<file path="src/hdl/bpre_pkg.sv">
// Shared types and constants for the binary proof record encoder.
// No dependencies; imported by every module of the block.
package bpre_pkg;

    // Input command codes
    localparam logic [2:0] CMD_ADD   = 3'd0;
    localparam logic [2:0] CMD_DEL   = 3'd1;
    localparam logic [2:0] CMD_LIT   = 3'd2;
    localparam logic [2:0] CMD_HINT  = 3'd3;
    localparam logic [2:0] CMD_END   = 3'd4;

    // Proof formats
    localparam logic [1:0] FMT_DRAT  = 2'd0;
    localparam logic [1:0] FMT_LRAT  = 2'd1;
    localparam logic [1:0] FMT_FRAT  = 2'd2;
    localparam logic [1:0] FMT_NONE  = 2'd3;
    localparam logic [1:0] FMT_RESET = FMT_FRAT;

    // Configuration register indexes
    localparam logic REG_FORMAT = 1'b0;

    // Record tags
    localparam logic [7:0] TAG_ADD   = 8'h61;
    localparam logic [7:0] TAG_DEL   = 8'h64;
    localparam logic [7:0] TAG_HINTS = 8'h6C;
    localparam logic [7:0] BYTE_ZERO = 8'h00;

    // Varint layout
    localparam int FOLD_W  = 33;
    localparam int GROUP_W = 7;

    // Open record kind (one-hot)
    typedef enum logic [2:0] {
        KIND_NONE = 3'b001,
        KIND_ADD  = 3'b010,
        KIND_DEL  = 3'b100
    } kind_t;

    // One unit of output work: up to three fixed bytes, then an optional varint
    typedef struct packed {
        logic [1:0]        pre_n;
        logic [7:0]        pre0;
        logic [7:0]        pre1;
        logic [7:0]        pre2;
        logic              has_int;
        logic [FOLD_W-1:0] folded;
        logic              done;
    } job_t;

endpackage

</file>
<file path="src/hdl/bpre_front.sv">
// Front end: accepts proof tokens, tracks record state, emits byte jobs.
// Depends on bpre_pkg.
module bpre_front
    import bpre_pkg::*;
(
    input  logic        aclk,
    input  logic        aresetn,
    input  logic [1:0]  proof_format,
    input  logic        s_tvalid,
    output logic        s_tready,
    input  logic [31:0] s_tdata,    // value
    input  logic [2:0]  s_tuser,    // cmd
    input  logic        q_full,
    output logic        q_push,
    output job_t        q_job
);

    kind_t kind_reg, kind_next;
    logic  hint_reg, hint_next;
    logic  lit_reg, lit_next;
    logic  ecs_reg, ecs_next;
    logic  supp_reg, supp_next;

    logic              s_fire;
    logic              on;
    logic              is_add;
    logic [32:0]       mag;
    logic [FOLD_W-1:0] folded;
    job_t              job;

    assign s_tready = !q_full;
    assign s_fire   = s_tvalid && s_tready;
    assign on       = !supp_reg && (proof_format != FMT_NONE);
    assign is_add   = (s_tuser == CMD_ADD);

    // Sign fold: 2x for x >= 0, 2|x|+1 otherwise
    assign mag = 33'h1_0000_0000 - {1'b0, s_tdata};
    assign folded = s_tdata[31] ? {mag[31:0], 1'b1} : {s_tdata, 1'b0};

    // Token classification and record state update
    always_comb begin
        kind_next = kind_reg;
        hint_next = hint_reg;
        lit_next  = lit_reg;
        ecs_next  = ecs_reg;
        supp_next = supp_reg;
        job         = '0;
        job.folded  = folded;
        case (s_tuser)
            CMD_ADD, CMD_DEL: begin
                kind_next = is_add ? KIND_ADD : KIND_DEL;
                hint_next = 1'b0;
                lit_next  = 1'b0;
                supp_next = ecs_reg && (is_add || proof_format != FMT_FRAT);
                if (!supp_next && proof_format != FMT_NONE) begin
                    job.pre_n   = 2'd1;
                    job.pre0    = is_add ? TAG_ADD : TAG_DEL;
                    job.has_int = (proof_format == FMT_FRAT) ||
                                  (is_add && proof_format == FMT_LRAT);
                end
            end
            CMD_LIT: begin
                if (kind_reg != KIND_NONE && !hint_reg) begin
                    if (kind_reg == KIND_ADD) begin
                        lit_next = 1'b1;
                    end
                    job.has_int = on &&
                        !(kind_reg == KIND_DEL && proof_format == FMT_LRAT);
                end
            end
            CMD_HINT: begin
                if (kind_reg != KIND_NONE) begin
                    hint_next = 1'b1;
                    if (on) begin
                        if (kind_reg == KIND_ADD && proof_format != FMT_DRAT) begin
                            // first hint closes the literal list
                            if (!hint_reg) begin
                                job.pre0  = BYTE_ZERO;
                                job.pre1  = TAG_HINTS;
                                job.pre_n = (proof_format == FMT_FRAT) ? 2'd2 : 2'd1;
                            end
                            job.has_int = 1'b1;
                        end else if (kind_reg == KIND_DEL &&
                                     proof_format == FMT_LRAT) begin
                            job.has_int = 1'b1;
                        end
                    end
                end
            end
            CMD_END: begin
                if (kind_reg != KIND_NONE) begin
                    if (on) begin
                        job.done = 1'b1;
                        if (kind_reg == KIND_ADD && proof_format != FMT_DRAT &&
                                !hint_reg) begin
                            if (proof_format == FMT_FRAT) begin
                                job.pre0  = BYTE_ZERO;
                                job.pre1  = TAG_HINTS;
                                job.pre2  = BYTE_ZERO;
                                job.pre_n = 2'd3;
                            end else begin
                                job.pre0  = BYTE_ZERO;
                                job.pre1  = BYTE_ZERO;
                                job.pre_n = 2'd2;
                            end
                        end else begin
                            job.pre0  = BYTE_ZERO;
                            job.pre_n = 2'd1;
                        end
                    end
                    if (kind_reg == KIND_ADD && !lit_reg &&
                            proof_format != FMT_NONE) begin
                        ecs_next = 1'b1;
                    end
                    kind_next = KIND_NONE;
                    hint_next = 1'b0;
                    lit_next  = 1'b0;
                    supp_next = 1'b0;
                end
            end
            default: begin
            end
        endcase
    end

    assign q_job  = job;
    assign q_push = s_fire && (job.pre_n != 2'd0 || job.has_int);

    // Record state registers
    always_ff @(posedge aclk) begin
        if (!aresetn) begin
            kind_reg <= KIND_NONE;
            hint_reg <= 1'b0;
            lit_reg  <= 1'b0;
            ecs_reg  <= 1'b0;
            supp_reg <= 1'b0;
        end else if (s_fire) begin
            kind_reg <= kind_next;
            hint_reg <= hint_next;
            lit_reg  <= lit_next;
            ecs_reg  <= ecs_next;
            supp_reg <= supp_next;
        end
    end

endmodule

</file>
<file path="src/hdl/bpre_queue.sv">
// Short job queue between the front end and the byte serializer.
// Depends on bpre_pkg.
module bpre_queue
    import bpre_pkg::*;
#(
    parameter int DEPTH = 2
)(
    input  logic aclk,
    input  logic aresetn,
    input  logic push,
    input  job_t push_job,
    output logic full,
    input  logic pop,
    output logic head_valid,
    output job_t head_job
);

    localparam int PTR_W = (DEPTH > 1) ? $clog2(DEPTH) : 1;
    localparam int CNT_W = $clog2(DEPTH + 1);
    localparam logic [PTR_W-1:0] PTR_LAST = PTR_W'(DEPTH - 1);
    localparam logic [CNT_W-1:0] CNT_FULL = CNT_W'(DEPTH);

    job_t             slot_reg [DEPTH];
    logic [PTR_W-1:0] wr_ptr_reg, wr_ptr_next;
    logic [PTR_W-1:0] rd_ptr_reg, rd_ptr_next;
    logic [CNT_W-1:0] count_reg, count_next;

    assign full       = (count_reg == CNT_FULL);
    assign head_valid = (count_reg != '0);
    assign head_job   = slot_reg[rd_ptr_reg];

    // Pointer and fill count update
    always_comb begin
        wr_ptr_next = wr_ptr_reg;
        rd_ptr_next = rd_ptr_reg;
        count_next  = count_reg;
        if (push) begin
            wr_ptr_next = (wr_ptr_reg == PTR_LAST) ? '0 : wr_ptr_reg + 1'b1;
        end
        if (pop) begin
            rd_ptr_next = (rd_ptr_reg == PTR_LAST) ? '0 : rd_ptr_reg + 1'b1;
        end
        if (push && !pop) begin
            count_next = count_reg + 1'b1;
        end else if (pop && !push) begin
            count_next = count_reg - 1'b1;
        end
    end

    always_ff @(posedge aclk) begin
        if (!aresetn) begin
            wr_ptr_reg <= '0;
            rd_ptr_reg <= '0;
            count_reg  <= '0;
        end else begin
            wr_ptr_reg <= wr_ptr_next;
            rd_ptr_reg <= rd_ptr_next;
            count_reg  <= count_next;
        end
    end

    // Job storage
    always_ff @(posedge aclk) begin
        if (push) begin
            slot_reg[wr_ptr_reg] <= push_job;
        end
    end

endmodule

</file>
<file path="src/hdl/bpre_back.sv">
// Back end: serializes one job into bytes, fixed bytes first, then the varint.
// Depends on bpre_pkg.
module bpre_back
    import bpre_pkg::*;
(
    input  logic       aclk,
    input  logic       aresetn,
    input  logic       q_valid,
    input  job_t       q_job,
    output logic       q_pop,
    output logic       m_tvalid,
    input  logic       m_tready,
    output logic [7:0] m_tdata,     // out_byte
    output logic       m_tlast,     // last_byte
    output logic       m_tuser      // record_done
);

    logic              busy_reg, busy_next;
    job_t              job_reg;
    logic [1:0]        idx_reg;
    logic [FOLD_W-1:0] val_reg;
    logic              out_valid_reg, out_valid_next;
    logic [7:0]        out_byte_reg;
    logic              out_last_reg;
    logic              out_done_reg;

    logic       in_pre;
    logic       more;
    logic [7:0] pre_byte;
    logic [7:0] cur_byte;
    logic       cur_last;
    logic       adv;
    logic       load;

    // Current byte of the active job
    assign in_pre = (idx_reg < job_reg.pre_n);
    assign more   = (val_reg[FOLD_W-1:GROUP_W] != '0);

    always_comb begin
        case (idx_reg)
            2'd0:    pre_byte = job_reg.pre0;
            2'd1:    pre_byte = job_reg.pre1;
            2'd2:    pre_byte = job_reg.pre2;
            default: pre_byte = BYTE_ZERO;
        endcase
    end

    assign cur_byte = in_pre ? pre_byte : {more, val_reg[GROUP_W-1:0]};
    assign cur_last = in_pre ? ((idx_reg == job_reg.pre_n - 2'd1) && !job_reg.has_int)
                             : !more;

    // Advance when the output register is free or being drained
    assign adv   = busy_reg && (!out_valid_reg || m_tready);
    assign load  = q_valid && (!busy_reg || (adv && cur_last));
    assign q_pop = load;

    always_comb begin
        busy_next = busy_reg;
        if (adv && cur_last) begin
            busy_next = 1'b0;
        end
        if (load) begin
            busy_next = 1'b1;
        end
        if (adv) begin
            out_valid_next = 1'b1;
        end else if (m_tready) begin
            out_valid_next = 1'b0;
        end else begin
            out_valid_next = out_valid_reg;
        end
    end

    // Control registers
    always_ff @(posedge aclk) begin
        if (!aresetn) begin
            busy_reg      <= 1'b0;
            out_valid_reg <= 1'b0;
        end else begin
            busy_reg      <= busy_next;
            out_valid_reg <= out_valid_next;
        end
    end

    // Job and output payload registers
    always_ff @(posedge aclk) begin
        if (adv) begin
            out_byte_reg <= cur_byte;
            out_last_reg <= cur_last;
            out_done_reg <= cur_last && job_reg.done;
        end
        if (load) begin
            job_reg <= q_job;
            idx_reg <= 2'd0;
            val_reg <= q_job.folded;
        end else if (adv) begin
            if (in_pre) begin
                idx_reg <= idx_reg + 2'd1;
            end else begin
                val_reg <= val_reg >> GROUP_W;
            end
        end
    end

    assign m_tvalid = out_valid_reg;
    assign m_tdata  = out_byte_reg;
    assign m_tlast  = out_last_reg;
    assign m_tuser  = out_done_reg;

endmodule

</file>
<file path="src/hdl/binary_proof_record_encoder_unit.sv">
// Top level of the binary proof record encoder: APB format register, front end,
// job queue and byte serializer. Depends on bpre_pkg and the bpre_* modules.
//
// Turns proof tokens (add/delete start, literal, hint, record end) into binary
// DRAT, LRAT or FRAT bytes, one output item per byte, tlast on the last byte a
// token causes and tuser on the zero byte that closes a record. A token makes
// 0 to 7 bytes (a varint is 1 to 5 bytes): the serializer sends one byte per
// cycle while the receiver is ready, so that byte loop sets the rate. Tokens
// that make no bytes push no job. Tokens are accepted while the job queue
// (QUEUE_DEPTH entries) has room; an accepted token's bytes pass through the job
// queue and the serializer's job and output registers. proof_format sits at
// address 0 and resets to FRAT.
module binary_proof_record_encoder_unit
    import bpre_pkg::*;
#(
    parameter int QUEUE_DEPTH = 2
)(
    input  logic        aclk,
    input  logic        aresetn,
    // token input
    input  logic        s_tvalid,
    output logic        s_tready,
    input  logic [31:0] s_tdata,    // [31:0] value
    input  logic [2:0]  s_tuser,    // [2:0] cmd
    // byte output
    output logic        m_tvalid,
    input  logic        m_tready,
    output logic [7:0]  m_tdata,    // [7:0] out_byte
    output logic        m_tlast,    // last_byte
    output logic        m_tuser,    // [0] record_done
    // configuration
    input  logic        psel,
    input  logic        penable,
    input  logic        pwrite,
    input  logic [2:0]  paddr,
    input  logic [31:0] pwdata,
    output logic [31:0] prdata,
    output logic        pready
);

    logic [1:0] fmt_reg;
    logic       cfg_wr;
    logic       q_full;
    logic       q_push;
    logic       q_pop;
    logic       q_valid;
    job_t       push_job;
    job_t       head_job;

    // Format register
    assign pready = 1'b1;
    assign cfg_wr = psel && penable && pwrite && pready;

    always_ff @(posedge aclk) begin
        if (!aresetn) begin
            fmt_reg <= FMT_RESET;
        end else if (cfg_wr && paddr[2] == REG_FORMAT) begin
            fmt_reg <= pwdata[1:0];
        end
    end

    assign prdata = (paddr[2] == REG_FORMAT) ? {30'd0, fmt_reg} : 32'd0;

    bpre_front u_front (
        .aclk         (aclk),
        .aresetn      (aresetn),
        .proof_format (fmt_reg),
        .s_tvalid     (s_tvalid),
        .s_tready     (s_tready),
        .s_tdata      (s_tdata),
        .s_tuser      (s_tuser),
        .q_full       (q_full),
        .q_push       (q_push),
        .q_job        (push_job)
    );

    bpre_queue #(
        .DEPTH (QUEUE_DEPTH)
    ) u_queue (
        .aclk       (aclk),
        .aresetn    (aresetn),
        .push       (q_push),
        .push_job   (push_job),
        .full       (q_full),
        .pop        (q_pop),
        .head_valid (q_valid),
        .head_job   (head_job)
    );

    bpre_back u_back (
        .aclk     (aclk),
        .aresetn  (aresetn),
        .q_valid  (q_valid),
        .q_job    (head_job),
        .q_pop    (q_pop),
        .m_tvalid (m_tvalid),
        .m_tready (m_tready),
        .m_tdata  (m_tdata),
        .m_tlast  (m_tlast),
        .m_tuser  (m_tuser)
    );

endmodule

</file>
<file path="config.mk">
export PLATFORM = sky130hd
export DESIGN_NAME = binary_proof_record_encoder_unit
export DESIGN_NICKNAME = d
export VERILOG_FILES = /design/src/hdl/bpre_pkg.sv /design/src/hdl/bpre_front.sv /design/src/hdl/bpre_queue.sv /design/src/hdl/bpre_back.sv /design/src/hdl/binary_proof_record_encoder_unit.sv
export SDC_FILE = /design/constraint.sdc
export NUM_CORES = 1
export LEC_CHECK = 0
export BUFFER_PORTS_ARGS = -buffer_cell sky130_fd_sc_hd__clkbuf_2
export CORE_MARGIN = 2
export CORE_UTILIZATION = 56
export DETAILED_ROUTE_END_ITERATION = 12
export GPL_TIMING_DRIVEN = 0
export HOLD_SLACK_MARGIN = 0.03
export PLACE_DENSITY = 0.92
export SLEW_MARGIN = 20
export SYNTH_ARGS = -nofsm -noshare
export SYNTH_HDL_FRONTEND = slang
export SYNTH_SLANG_ARGS = --single-unit
</file>
<file path="constraint.sdc">
create_clock -name aclk -period 6.2 [get_ports aclk]
set_input_delay 1.86 -clock aclk [delete_from_list [all_inputs] [get_ports aclk]]
set_output_delay 1.86 -clock aclk [all_outputs]
set_load 0.01 [all_outputs]
</file>
==> results by stage, run 1 <==
Outcome:
- The run finished with clean final reports.

Synth:
- Among all flip-flop cells after synthesis, the most frequent one is sky130_fd_sc_hd__edfxtp_1.
- The mean instance size in the synthesized netlist is 12.6 um2.
- Of all cell types, the one taking the most synthesized area is sky130_fd_sc_hd__edfxtp_1.
- The number of synthesized flops with an enable pin is ~130.
- In this run the cell area of the synthesized design comes to 0.00715 mm2.
- The synthesized design contains around 150 register bits.
- Summed over its instances, the top area cell type makes up 55.9% of the synthesized netlist area.
- In the post-synthesis netlist, the biggest area contributors are sky130_fd_sc_hd__edfxtp_1 56%, sky130_fd_sc_hd__o21ai_0 5.7%, sky130_fd_sc_hd__dfxtp_1 5.0%.
- Synthesis produced 568 cells.
- The sequential element share of the synthesized area is 60.9%.
- The count of different cell masters after synthesis is 62.
- The number of synthesis warnings is 0.
- The fraction of registers with async set or reset after synthesis is 0%.

Critical path:
- The worst setup path is of the in -> reg kind.
- The required time reported for the critical path endpoint is 6.31 ns.
- The kind of start point of the critical path is a primary input.
- Data arrives at the worst endpoint at approximately 4.4 ns.
- The worst-case register-to-register setup slack is 2.95 ns.
- The type of element capturing the critical path is a register.
- Counting both buffers and inverters, the worst setup path holds a total of 2.
- The largest delay contributor family on the critical path is simple AND/OR/NAND/NOR gates.
- The worst-path cell with the longest stage delay is sky130_fd_sc_hd__or4b_2.
- The maximum cell stage delay along the critical path is 0.64 ns.
- The maximum net fanout on the critical path is 25.
- The critical path goes through clkbuf_2 -> or4b_2 -> o32ai_1 -> o21ai_1 -> a31oi_1 -> nor2b_4 -> buf_16.

STA:
- Setup repair after global routing left no endpoint under its margin.
- The clock period minus final worst setup slack is 4.30 ns.
- The top achievable clock speed is between 200 and 250 MHz.
- The headroom to the max-slew limit is 50.3%.
- The final number of hold-violating endpoints is 0.
- For the pin with the worst max-slew slack, the measured transition is 0.745 ns.
- Of the available clock period, the critical path in the final layout requires 69.4%.
- The final number of max-transition violations is 0.
- The final setup skew is 0.0120 ns.
- Setup violations remaining at the end of the flow were counted as 0.
- The final worst-path setup slack is 1.90 ns.
- The hold slack is 0.513 ns.

Clock tree:
- The tree is rooted in a sky130_fd_sc_hd__clkbuf_16.
- The H-tree generated during clock tree synthesis spans 4 levels.
- Buffers inserted during clock tree synthesis total 17.
- No sink is reached through more buffers than the 2 on the longest clock path.
- The worst-skew pair later-pin latency is 0.41 ns.
- Hold repair after CTS inserted 0 buffers.
- The clock transition at the registers of the reported paths is approximately 0.050 ns.
- The total number of clock tree sinks is 151.
- The number of setup buffers added after CTS is 0.
- The post-CTS resize count is 0.
- The TritonCTS clock tree is built.

Routing:
- Wires add up to around 15,000 um.
- The first routing iteration left 442 violations.
- The first detailed-routing pass ran for 5 iterations.
- In the routed layout, each cell is associated on average with a via count of 5.68.
- After detailed routing, the number of remaining DRC violations is 0.
- The antenna violation net count after detailed routing is 0.
- In the final routed layout, each cell accounts on average for between 15 and 20 um.
- The vias after detailed routing is between 4,000 and 5,000.

Final layout:
- The total number of nets in the final design is 760.
- The flip-flop count of the largest register, all copies and words added is ~80.
- In the final layout, the multi-input gates occupy 0.00254 mm2.
- The total inserted antenna cells is 0.
- Fill cells in the final layout number 857.
- The layout-stage area growth over the synthesis result is 19.0%.
- Of the cells placed in the final design, the portion with a size suffix greater than 1 is 22.0%.
- Summing all flip-flop and latch instances after layout gives approximately 0.0044 mm2.

Power and ir drop:
- The net switching power is 1.04 mW.
- Net switching is 29.7% of the power.
- Of the total power, registers draw 44.0%.
- The maximum ir drop on the vdd rail is around 230 uV.
- The cell-internal power is 2.47 mW.
- Per report_power, the clock group accounts for 31.1% of the total.
- The leakage power is approximately 3 nW.
- The power per standard cell area is 413 mW/mm2.
- The proportion of power drawn by combinational gates is 24.9%.

Min path:
- The worst hold path belongs to the class reg -> reg.

Global route:
- Summed over all layers, the global routing overflow is 0.
- The met1 layer usage reported by global route is 26.6%.
- The total global routing track utilization is 22.4%.
- The routing layer with the top usage in global route is met2.
- The global-route wire length before repair is 22,900 um.
- The initial antenna violation count is 0.
- The pin count of the biggest net entering global routing is 27.
- Global routing consumed, on the met2 layer, about two fifths of the routing resources.
- The via count of the first global-routing pass is between 4,000 and 5,000.
- In the global route stage, met3 resource usage came out at between 5 and 6%.

Flow run:
- The max-cap check violation count is 0.

Die:
- The die covers 0.0137 mm2.
- The region available for standard cell placement spans 0.0125 mm2.
- After floorplanning, the core was divided into 41 placement rows.
- The initial core utilization is 57.1%.
- The chip width is 117 um.
- The height of the chip is 117 um.
- Pin placement for this block handled 122 I/O pins.

Place:
- At the end of routability-driven placement, the weighted congestion stood at slightly below 1.
- Detailed placement ended at an HPWL of 10,200 um.
- The number of port buffers is 58.
- The post-placement setup slack is 1.74 ns.
area by class of cell:
class                      count  area share [%]
buffer                        54            3.85
tap                          172            2.53
multi-input combinational    378            29.9
timing repair buffer          61            4.38
sequential                   151            51.2
clock inverter                11            2.01
clock buffer                  21            5.53
inverter                      14           0.618
cell families (layout without fill, tap and decap cells):
group | count (synthesis) | after routing | share of synthesized area, %
flip-flops | 151 | 151 | 60.9
AO/OA/AOI/OAI | 137 | 137 | 11.7
AND/OR/NAND/NOR | 128 | 128 | 10.5
buffers and inverters | 68 | 161 | 5.32
multiplexers | 43 | 43 | 6.16
XOR/XNOR | 33 | 33 | 4.25
adder cells (fa/ha/maj) | 6 | 6 | 1.05
other | 2 | 31 | 0.105
cells in the mapped netlist, types with 2 or more instances:
master	instances
sky130_fd_sc_hd__o32ai_1	2
sky130_fd_sc_hd__or4_1	6
sky130_fd_sc_hd__or3_1	7
sky130_fd_sc_hd__o21a_1	6
sky130_fd_sc_hd__o41ai_1	3
sky130_fd_sc_hd__a31oi_1	3
sky130_fd_sc_hd__o31ai_1	10
sky130_fd_sc_hd__nand4b_1	5
sky130_fd_sc_hd__or3b_2	3
sky130_fd_sc_hd__and2_1	10
sky130_fd_sc_hd__nor4_1	9
sky130_fd_sc_hd__a21boi_0	4
sky130_fd_sc_hd__ha_1	6
sky130_fd_sc_hd__or2_2	3
sky130_fd_sc_hd__nor2b_1	8
sky130_fd_sc_hd__o41ai_2	2
sky130_fd_sc_hd__nand3_1	6
sky130_fd_sc_hd__o21ai_1	4
sky130_fd_sc_hd__a21oi_1	7
sky130_fd_sc_hd__xor2_1	2
sky130_fd_sc_hd__buf_4	31
sky130_fd_sc_hd__nand2b_1	6
sky130_fd_sc_hd__mux2i_1	35
sky130_fd_sc_hd__xnor2_1	30
sky130_fd_sc_hd__inv_1	14
sky130_fd_sc_hd__a211oi_1	2
sky130_fd_sc_hd__edfxtp_1	133
sky130_fd_sc_hd__nand2_1	23
sky130_fd_sc_hd__mux2_2	8
sky130_fd_sc_hd__conb_1	2
sky130_fd_sc_hd__nand3b_1	3
sky130_fd_sc_hd__clkbuf_1	20
sky130_fd_sc_hd__o21ai_0	82
sky130_fd_sc_hd__nor3b_1	2
sky130_fd_sc_hd__nor2_1	26
sky130_fd_sc_hd__nor3_1	2
sky130_fd_sc_hd__dfxtp_1	18
cells in the final DEF, fill, tap and decap left out, types with 8 or more instances in the layout:
| cell type | n |
|---|---|
| sky130_fd_sc_hd__nor4_1 | 9 |
| sky130_fd_sc_hd__inv_1 | 14 |
| sky130_fd_sc_hd__nand2_1 | 23 |
| sky130_fd_sc_hd__dfxtp_1 | 18 |
| sky130_fd_sc_hd__and2_1 | 9 |
| sky130_fd_sc_hd__clkbuf_1 | 21 |
| sky130_fd_sc_hd__mux2i_1 | 35 |
| sky130_fd_sc_hd__clkbuf_2 | 58 |
| sky130_fd_sc_hd__nor2_1 | 26 |
| sky130_fd_sc_hd__clkbuf_16 | 17 |
| sky130_fd_sc_hd__xnor2_1 | 30 |
| sky130_fd_sc_hd__o21ai_0 | 81 |
| sky130_fd_sc_hd__o31ai_1 | 10 |
| sky130_fd_sc_hd__conb_1 | 31 |
| sky130_fd_sc_hd__mux2_2 | 8 |
| sky130_fd_sc_hd__edfxtp_1 | 133 |
| sky130_fd_sc_hd__buf_4 | 31 |
power groups by stage:
stage,clock network (mW),logic [mW],registers [mW]
after floorplan,0,0.562,1.55
after global placement,0,0.745,1.56
after detailed placement,0,0.846,1.56
after CTS,1.10,0.872,1.54
after global routing,1.15,0.962,1.56
final,1.09,0.873,1.54
stage by stage:
step           std cells  instance area [um2]  util [%]  total power, mW  setup TNS [ns]
6_report             862                 8510      68.0             3.51               0
5_1_grt              862                 8510      68.0             3.67               0
4_1_cts              862                 8510      68.0             3.51               0
3_5_place_dp         830                 7870      62.8             2.40               0
3_3_place_gp         827                 7760      62.0             2.31           -9.31
2_1_floorplan        597                 7260         -             2.11               0
worst reg2reg max path, stage by stage, from the launching register on:
cell and delay [ns]:
sky130_fd_sc_hd__edfxtp_1 0.42, sky130_fd_sc_hd__nor4_1 0.57, sky130_fd_sc_hd__nand3_1 0.23, sky130_fd_sc_hd__o311ai_1 0.40
sky130_fd_sc_hd__nand2_1 0.27, sky130_fd_sc_hd__clkbuf_1 0.30, sky130_fd_sc_hd__ha_1 0.40, sky130_fd_sc_hd__or3_1 0.38
sky130_fd_sc_hd__a21boi_0 0.19
per-layer routing:
layer  wire length (um)  vias to the layer above
li1                   -                     2304
met1               5680                     2310
met2               7630                      249
met3               1090                       33
met4                422                        0
met5                  0                        -
worst paths after layout:
path                      startpoint                       to  depth (start not counted)
setup / recovery          s_tuser[0]  u_queue.slot_reg[0][49]                          7
hold / removal       u_front.lit_reg          u_front.lit_reg                          2
setup reg to reg  u_back.val_reg[19]     u_queue.count_reg[1]                          8
hold reg to reg      u_front.lit_reg          u_front.lit_reg                          2
Power figures use the tool's default switching activity.
==> run 2: changes to the inputs <==
--- a/config.mk
+++ b/config.mk
@@ -7,11 +7,11 @@
 export LEC_CHECK = 0
 export BUFFER_PORTS_ARGS = -buffer_cell sky130_fd_sc_hd__clkbuf_2
 export CORE_MARGIN = 2
-export CORE_UTILIZATION = 56
+export CORE_UTILIZATION = 51
 export DETAILED_ROUTE_END_ITERATION = 12
 export GPL_TIMING_DRIVEN = 0
 export HOLD_SLACK_MARGIN = 0.03
-export PLACE_DENSITY = 0.92
+export PLACE_DENSITY = 0.88
 export SLEW_MARGIN = 20
 export SYNTH_ARGS = -nofsm -noshare
 export SYNTH_HDL_FRONTEND = slang
==> constraint.sdc (replaced) <==
create_clock -name aclk -period 3.88 [get_ports aclk]
set_input_delay 1.164 -clock aclk [delete_from_list [all_inputs] [get_ports aclk]]
set_output_delay 1.164 -clock aclk [all_outputs]
set_load 0.01 [all_outputs]
==> results by stage, run 2 (synthesis results as in run 1) <==
STA:
- The share of the clock period used by the worst path is 88.8%.
- The headroom to the max-slew limit is 51.5% (+1.2 points).
- Setup repair after global routing left no endpoint under its margin.
- The transition time at the pin with the least slew margin is 0.727 ns (-0.0176 ns).
- The top achievable clock speed is a little under 300 MHz.
- The number of setup violations in the final report is 0 (unchanged).
- The final number of hold-violating endpoints is 0 (unchanged).
- The final setup skew is 0.0110 ns (-0.00100 ns).
- The final number of max-transition violations is 0 (unchanged).
- The setup TNS was 0 ns (unchanged).
- The final worst-path setup slack is 0.433 ns (-1.47 ns).
- For the finished layout, the period the worst path requires is 3.45 ns.

Routing:
- The DRC violations left was 0 (unchanged).
- The count of TritonRoute iterations in the first routing pass is 5 (unchanged).
- The antenna violation net count after detailed routing was 0 (unchanged).
- The routed wire length per instance was 17.1 um (-0.74%).
- The DRC violation total after the first TritonRoute iteration was 482 (+9.0%).
- The via density per instance is 5.66 (-0.35%).
- The vias after detailed routing is 4,924 (+0.57%).
- The final routed wirelength across all metal layers is 14,900 um (+0.18%).

Place:
- The estimated wirelength of the detail-placed design was 10,500 um (+2.2%).
- The routability congestion estimate came to 0.909 (-5.9%).
- The post-placement setup slack is 0.0161 ns (-1.73 ns).
- The number of port buffers is 58 (unchanged).

Power and ir drop:
- The leakage power is 3.02 nW (-0.77%).
- The maximum ir drop on the vdd rail was 314 uV (+38%).
- The power per standard cell area is 648 mW/mm2 (+57%).

Min path:
- The hold-critical path depth is 2 (unchanged).
- The worst hold path class is reg -> reg.

Final layout:
- The leading cell type in the layout, fill and taps excluded is sky130_fd_sc_hd__edfxtp_1.
- The total number of nets in the final design is 760 (unchanged).
- The flip-flop count of the largest register, all copies and words added came to 82 (unchanged).
- In the layout the commonest cells are 133 x sky130_fd_sc_hd__edfxtp_1, 81 x sky130_fd_sc_hd__o21ai_0, 58 x sky130_fd_sc_hd__clkbuf_2.
- The total inserted antenna cells was 0 (unchanged).
- The share of cells above drive strength 1 is 22.2% (+0.14 points).
- The layout-stage area growth over the synthesis result is 18.6%.

Critical path:
- The worst setup path is launched from a primary input.
- The worst endpoint data arrival time is 3.56 ns (-0.85 ns).
- The maximum net fanout on the critical path is 21 (-16%).
- The worst-case reg-to-reg path depth is 6 (-2).
- By startpoint and endpoint, the worst setup path is classified as in -> reg.
- The required time reported for the critical path endpoint was 3.99 ns (-2.32 ns).
- The type of element capturing the critical path is a register.

Clock tree:
- The number of buffers added for setup after CTS was 0 (unchanged).
- The depth of the CTS H-tree is 4 (unchanged).
- The total of hold buffers inserted after clock tree synthesis is 0 (unchanged).
- The tree is rooted in a sky130_fd_sc_hd__clkbuf_16.
- The TritonCTS clock tree is built.
- The worst-skew pair later-pin latency came to 0.41 ns (about the same).
- The total number of clock tree sinks is 151 (unchanged).
- The clock transition at the registers of the reported paths is 0.06 ns (about the same).
- The post-CTS resize count is 0 (unchanged).
- The buffer depth of the longest clock path is 2 (unchanged).
- The CTS buffer count is 17 (unchanged).

Outcome:
- The flow ran to the end, and the final reports show no timing, DRC or antenna violations.

Global route:
- The global route total overflow is 0 (unchanged).
- The via count of the first global-routing pass is 4,852 (+3.4%).
- The initial antenna violation count is 0 (unchanged).
- The pin count of the biggest net entering global routing was 27 (unchanged).
- The total global routing track utilization was 20.8% (-1.7 points).
- The global-route wire length before repair came to 23,600 um (+3.0%).

Die:
- The boundary pin count is 122 (unchanged).
- The height of the chip is 122 um (+4.6%).
- The core region area is 0.0138 mm2 (+10%).
- The number of core rows is 43 (+4.9%).
- The chip width is 122 um (+4.6%).
- The initial core utilization came to 51.9% (-5.2 points).
- The area of the die is 0.0150 mm2 (+9.5%).

Flow run:
- The max-cap check violation count is 0 (unchanged).
[run 2: layout make-up]
type                       instances  area, um2
clock buffer                      18        439
timing repair buffer              61        373
fill                            1034       5300
inverter                          14       52.6
tap                              180        225
buffer                            54        328
clock inverter                    14        160
sequential                       151       4350
multi-input combinational        378       2540
[run 2: per-layer routing]
layer | routed length, um | global-route usage [%] | vias up | share of wire [%]
li1 | - | - | 2310 | -
met1 | 5650 | 24.3 | 2327 | 38
met2 | 7670 | 36.9 | 252 | 52
met3 | 1090 | 4.28 | 35 | 7.3
met4 | 453 | 8.98 | 0 | 3.0
met5 | 0 | 0 | - | 0
[run 2: where the power goes]
group          switching, mW  leakage, nW  total [mW]  internal, mW
logic                  0.866         1.36        1.38         0.517
clock network          0.668        0.286        1.65         0.979
registers              0.167         1.38        2.47          2.30
[run 2: final timing paths]
kind,start,endpoint,slack (ns)
max,s_tuser[1],u_queue.slot_reg[0][2],0.43
min,u_queue.rd_ptr_reg,u_queue.rd_ptr_reg,0.51
max reg2reg,u_front.kind_reg[1],u_queue.slot_reg[0][2],0.73
min reg2reg,u_queue.rd_ptr_reg,u_queue.rd_ptr_reg,0.51
[run 2: per-stage QoR]
step	cells	utilization [%]	total power, mW	area [um2]	hold WS (ns)
final	870	61.5	5.50	8480	0.505
after global routing	870	61.5	5.76	8480	0.521
after CTS	870	61.5	5.50	8480	0.500
after detailed placement	838	57.2	3.84	7880	0.479
after global placement	835	56.5	3.69	7780	0.460
after floorplan	597	-	3.36	7260	0.447
[run 2: critical path, cell delays in order]
cell	delay (ns)
sky130_fd_sc_hd__clkbuf_2	0.12
sky130_fd_sc_hd__clkbuf_1	0.23
sky130_fd_sc_hd__nor3b_1	0.50
sky130_fd_sc_hd__o21a_1	0.20
sky130_fd_sc_hd__o21ai_1	0.12
sky130_fd_sc_hd__a31oi_1	0.27
sky130_fd_sc_hd__nor2b_4	0.68
sky130_fd_sc_hd__buf_16	0.25
==> run 3: changes to the inputs <==
--- a/config.mk
+++ b/config.mk
@@ -6,6 +6,7 @@
 export NUM_CORES = 1
 export LEC_CHECK = 0
 export BUFFER_PORTS_ARGS = -buffer_cell sky130_fd_sc_hd__clkbuf_2
+export CORE_ASPECT_RATIO = 0.8
 export CORE_MARGIN = 2
 export CORE_UTILIZATION = 51
 export DETAILED_ROUTE_END_ITERATION = 12
==> results by stage, run 3 (synthesis results as in run 1) <==
Critical path:
- The kind of start point of the critical path is a primary input.
- The required time reported for the critical path endpoint is 4.00 ns (about the same).
- The maximum net fanout on the critical path was 22 (+4.8%).
- The setup path with the least slack is of type in -> reg.
- STA classifies the critical path endpoint as a register.
- The worst endpoint data arrival time came to 3.59 ns (+0.03 ns).

Power and ir drop:
- The net switching power was 1.67 mW (-1.9%).
- The cell-internal power is 3.88 mW (+2.3%).
- The leakage power is 3.03 nW (+0.19%).
- The maximum ir drop on the vdd rail is 463 uV (+47%).
- The power per standard cell area came to 653 mW/mm2 (+0.73%).
- The sequential power share is 44.5% (-0.4 points).
- The share of total power consumed by net switching is 30.1% (-0.89 points).
- The proportion of power drawn by combinational gates is 25.5% (+0.3 points).
- The share of total power in the clock network is 30.1% (about the same).

Routing:
- The via density per instance is 5.77 (+2.0%).
- The DRC violation total after the first TritonRoute iteration is 517 (+7.3%).
- The count of TritonRoute iterations in the first routing pass was 5 (unchanged).
- The final routed wirelength across all metal layers is 15,400 um (+3.5%).
- The DRC violations left is 0 (unchanged).
- The routed wire length per instance is 17.7 um (+3.5%).
- The vias after detailed routing is 5,023 (+2.0%).
- The antenna violation net count after detailed routing is 0 (unchanged).

STA:
- The final worst-path setup slack is 0.408 ns (-0.0251 ns).
- The final setup skew came to 0.00770 ns (-0.00329 ns).
- The top achievable clock speed is 288 MHz (-0.72%).
- The final number of hold-violating endpoints was 0 (unchanged).
- The clock period minus final worst setup slack is 3.47 ns (+0.0251 ns).
- The final number of max-transition violations came to 0 (unchanged).
- The headroom to the max-slew limit was 49.5% (-2.0 points).
- The number of setup violations in the final report is 0 (unchanged).
- The transition time at the pin with the least slew margin is 0.757 ns (+0.0297 ns).
- Setup repair after global routing left no endpoint under its margin.
- The share of the clock period used by the worst path is 89.5% (+0.65 points).

Die:
- The number of core rows is 38 (-12%).
- The initial core utilization came to 52.4% (+0.49 points).
- The core region area was 0.0136 mm2 (-0.93%).
- The height of the chip is 110 um (-10%).
- The chip width came to 136 um (+11%).
- The area of the die is 0.0150 mm2 (about the same).
- The boundary pin count is 122 (unchanged).

Clock tree:
- The CTS buffer count is 17 (unchanged).
- The TritonCTS clock tree is built.
- The buffer depth of the longest clock path came to 2 (unchanged).
- The total of hold buffers inserted after clock tree synthesis is 0 (unchanged).
- The total number of clock tree sinks was 151 (unchanged).
- The post-CTS resize count is 0 (unchanged).
- The worst-skew pair later-pin latency was 0.42 ns (about the same).
- The clock transition at the registers of the reported paths is 0.06 ns (about the same).
- The depth of the CTS H-tree is 4 (unchanged).
- The root buffer cell chosen for the clock tree is sky130_fd_sc_hd__clkbuf_16.
- The number of buffers added for setup after CTS was 0 (unchanged).

Final layout:
- The multi-input combinational cell area came to 0.00254 mm2 (unchanged).
- The flip-flop count of the largest register, all copies and words added was 82 (unchanged).
- In the layout the commonest cells are 133 x sky130_fd_sc_hd__edfxtp_1, 81 x sky130_fd_sc_hd__o21ai_0, 58 x sky130_fd_sc_hd__clkbuf_2.
- The total number of nets in the final design is 761 (+0.13%).
- The share of the core filled with cells in the final layout came to 62.3% (+0.72 points).
- The area growth from synthesis to layout is 18.8%.
- The post-route standard cell area excluding fillers was 0.00850 mm2 (+0.24%).
- The final instance count without filler cells is 870 (unchanged).
- The leading cell type in the layout, fill and taps excluded is sky130_fd_sc_hd__edfxtp_1.
- The fill cell total of the finished layout is 967 (-6.5%).
- The register cell area after layout is 0.00435 mm2 (unchanged).
- The total inserted antenna cells is 0 (unchanged).
- The share of cells above drive strength 1 is 21.2% (-1.0 points).

Global route:
- The total global routing track utilization is 21.2% (+0.50 points).
- The pin count of the biggest net entering global routing is 27 (unchanged).
- The via count of the first global-routing pass is 4,853 (+0.021%).
- The initial antenna violation count came to 0 (unchanged).
- The global route total overflow is 0 (unchanged).
- The global-route wire length before repair is 23,800 um (+0.99%).

Min path:
- In this run the worst hold path is classified as reg -> reg.

Place:
- The post-placement setup slack was 0.0408 ns (+0.0247 ns).
- The estimated wirelength of the detail-placed design is 10,700 um (+2.1%).
- The number of instances in the placed design is 839 (+0.12%).
- The routability congestion estimate was 0.955 (+5.0%).
- The number of port buffers is 58 (unchanged).
- The post-detailed-placement cell area is 0.00790 mm2 (+0.35%).

Flow run:
- The max-cap check violation count is 0 (unchanged).

Outcome:
- The run finished with clean final reports.
## run 3: power groups by stage
stage / registers [mW] / clock network (mW) / logic, mW
2_1_floorplan: 2.46 / 0 / 0.900
3_3_place_gp: 2.48 / 0 / 1.21
3_5_place_dp: 2.48 / 0 / 1.36
4_1_cts: 2.46 / 1.67 / 1.39
5_1_grt: 2.49 / 1.74 / 1.55
6_report: 2.47 / 1.67 / 1.41
## run 3: critical path: stages
cell,delay [ns]
sky130_fd_sc_hd__clkbuf_2,0.18
sky130_fd_sc_hd__or4b_2,0.60
sky130_fd_sc_hd__o32ai_1,0.30
sky130_fd_sc_hd__o21ai_1,0.19
sky130_fd_sc_hd__a31oi_1,0.28
sky130_fd_sc_hd__and2_2,0.62
sky130_fd_sc_hd__buf_16,0.24
## run 3: cell type report
cell class	instances	area share [%]
tap	180	2.65
timing repair buffer	62	4.71
buffer	54	3.86
clock buffer	19	5.10
inverter	14	0.619
sequential	151	51.3
multi-input combinational	378	29.9
clock inverter	12	1.87
## run 3: final timing paths
path,from,depth (start not counted),to,slack (ns)
setup / recovery,s_tuser[0],7,u_queue.slot_reg[1][15],0.41
hold / removal,u_queue.rd_ptr_reg,2,register,0.47
setup reg to reg,u_back.val_reg[19],8,u_queue.count_reg[1],0.53
hold reg to reg,u_queue.rd_ptr_reg,2,register,0.47
## run 3: layer usage
metal  vias to the layer above  global-route usage (%)  part of all wire, %  wire length, um
met5                         -                       0                    0                0
met4                         0                    10.3                  2.5              381
met3                        48                    5.49                  8.0             1230
met2                       250                    35.9                   50             7720
met1                      2410                    25.6                   39             6040
li1                       2315                       -                    -                -
## run 3: metrics by stage
step | setup TNS (ns) | hold slack (ns) | power (mW)
floorplan | 0 | 0.447 | 3.36
global placement | -61.40 | 0.457 | 3.68
detailed placement | 0 | 0.464 | 3.84
CTS | 0 | 0.468 | 5.52
global route | 0 | 0.529 | 5.78
finish | 0 | 0.471 | 5.55
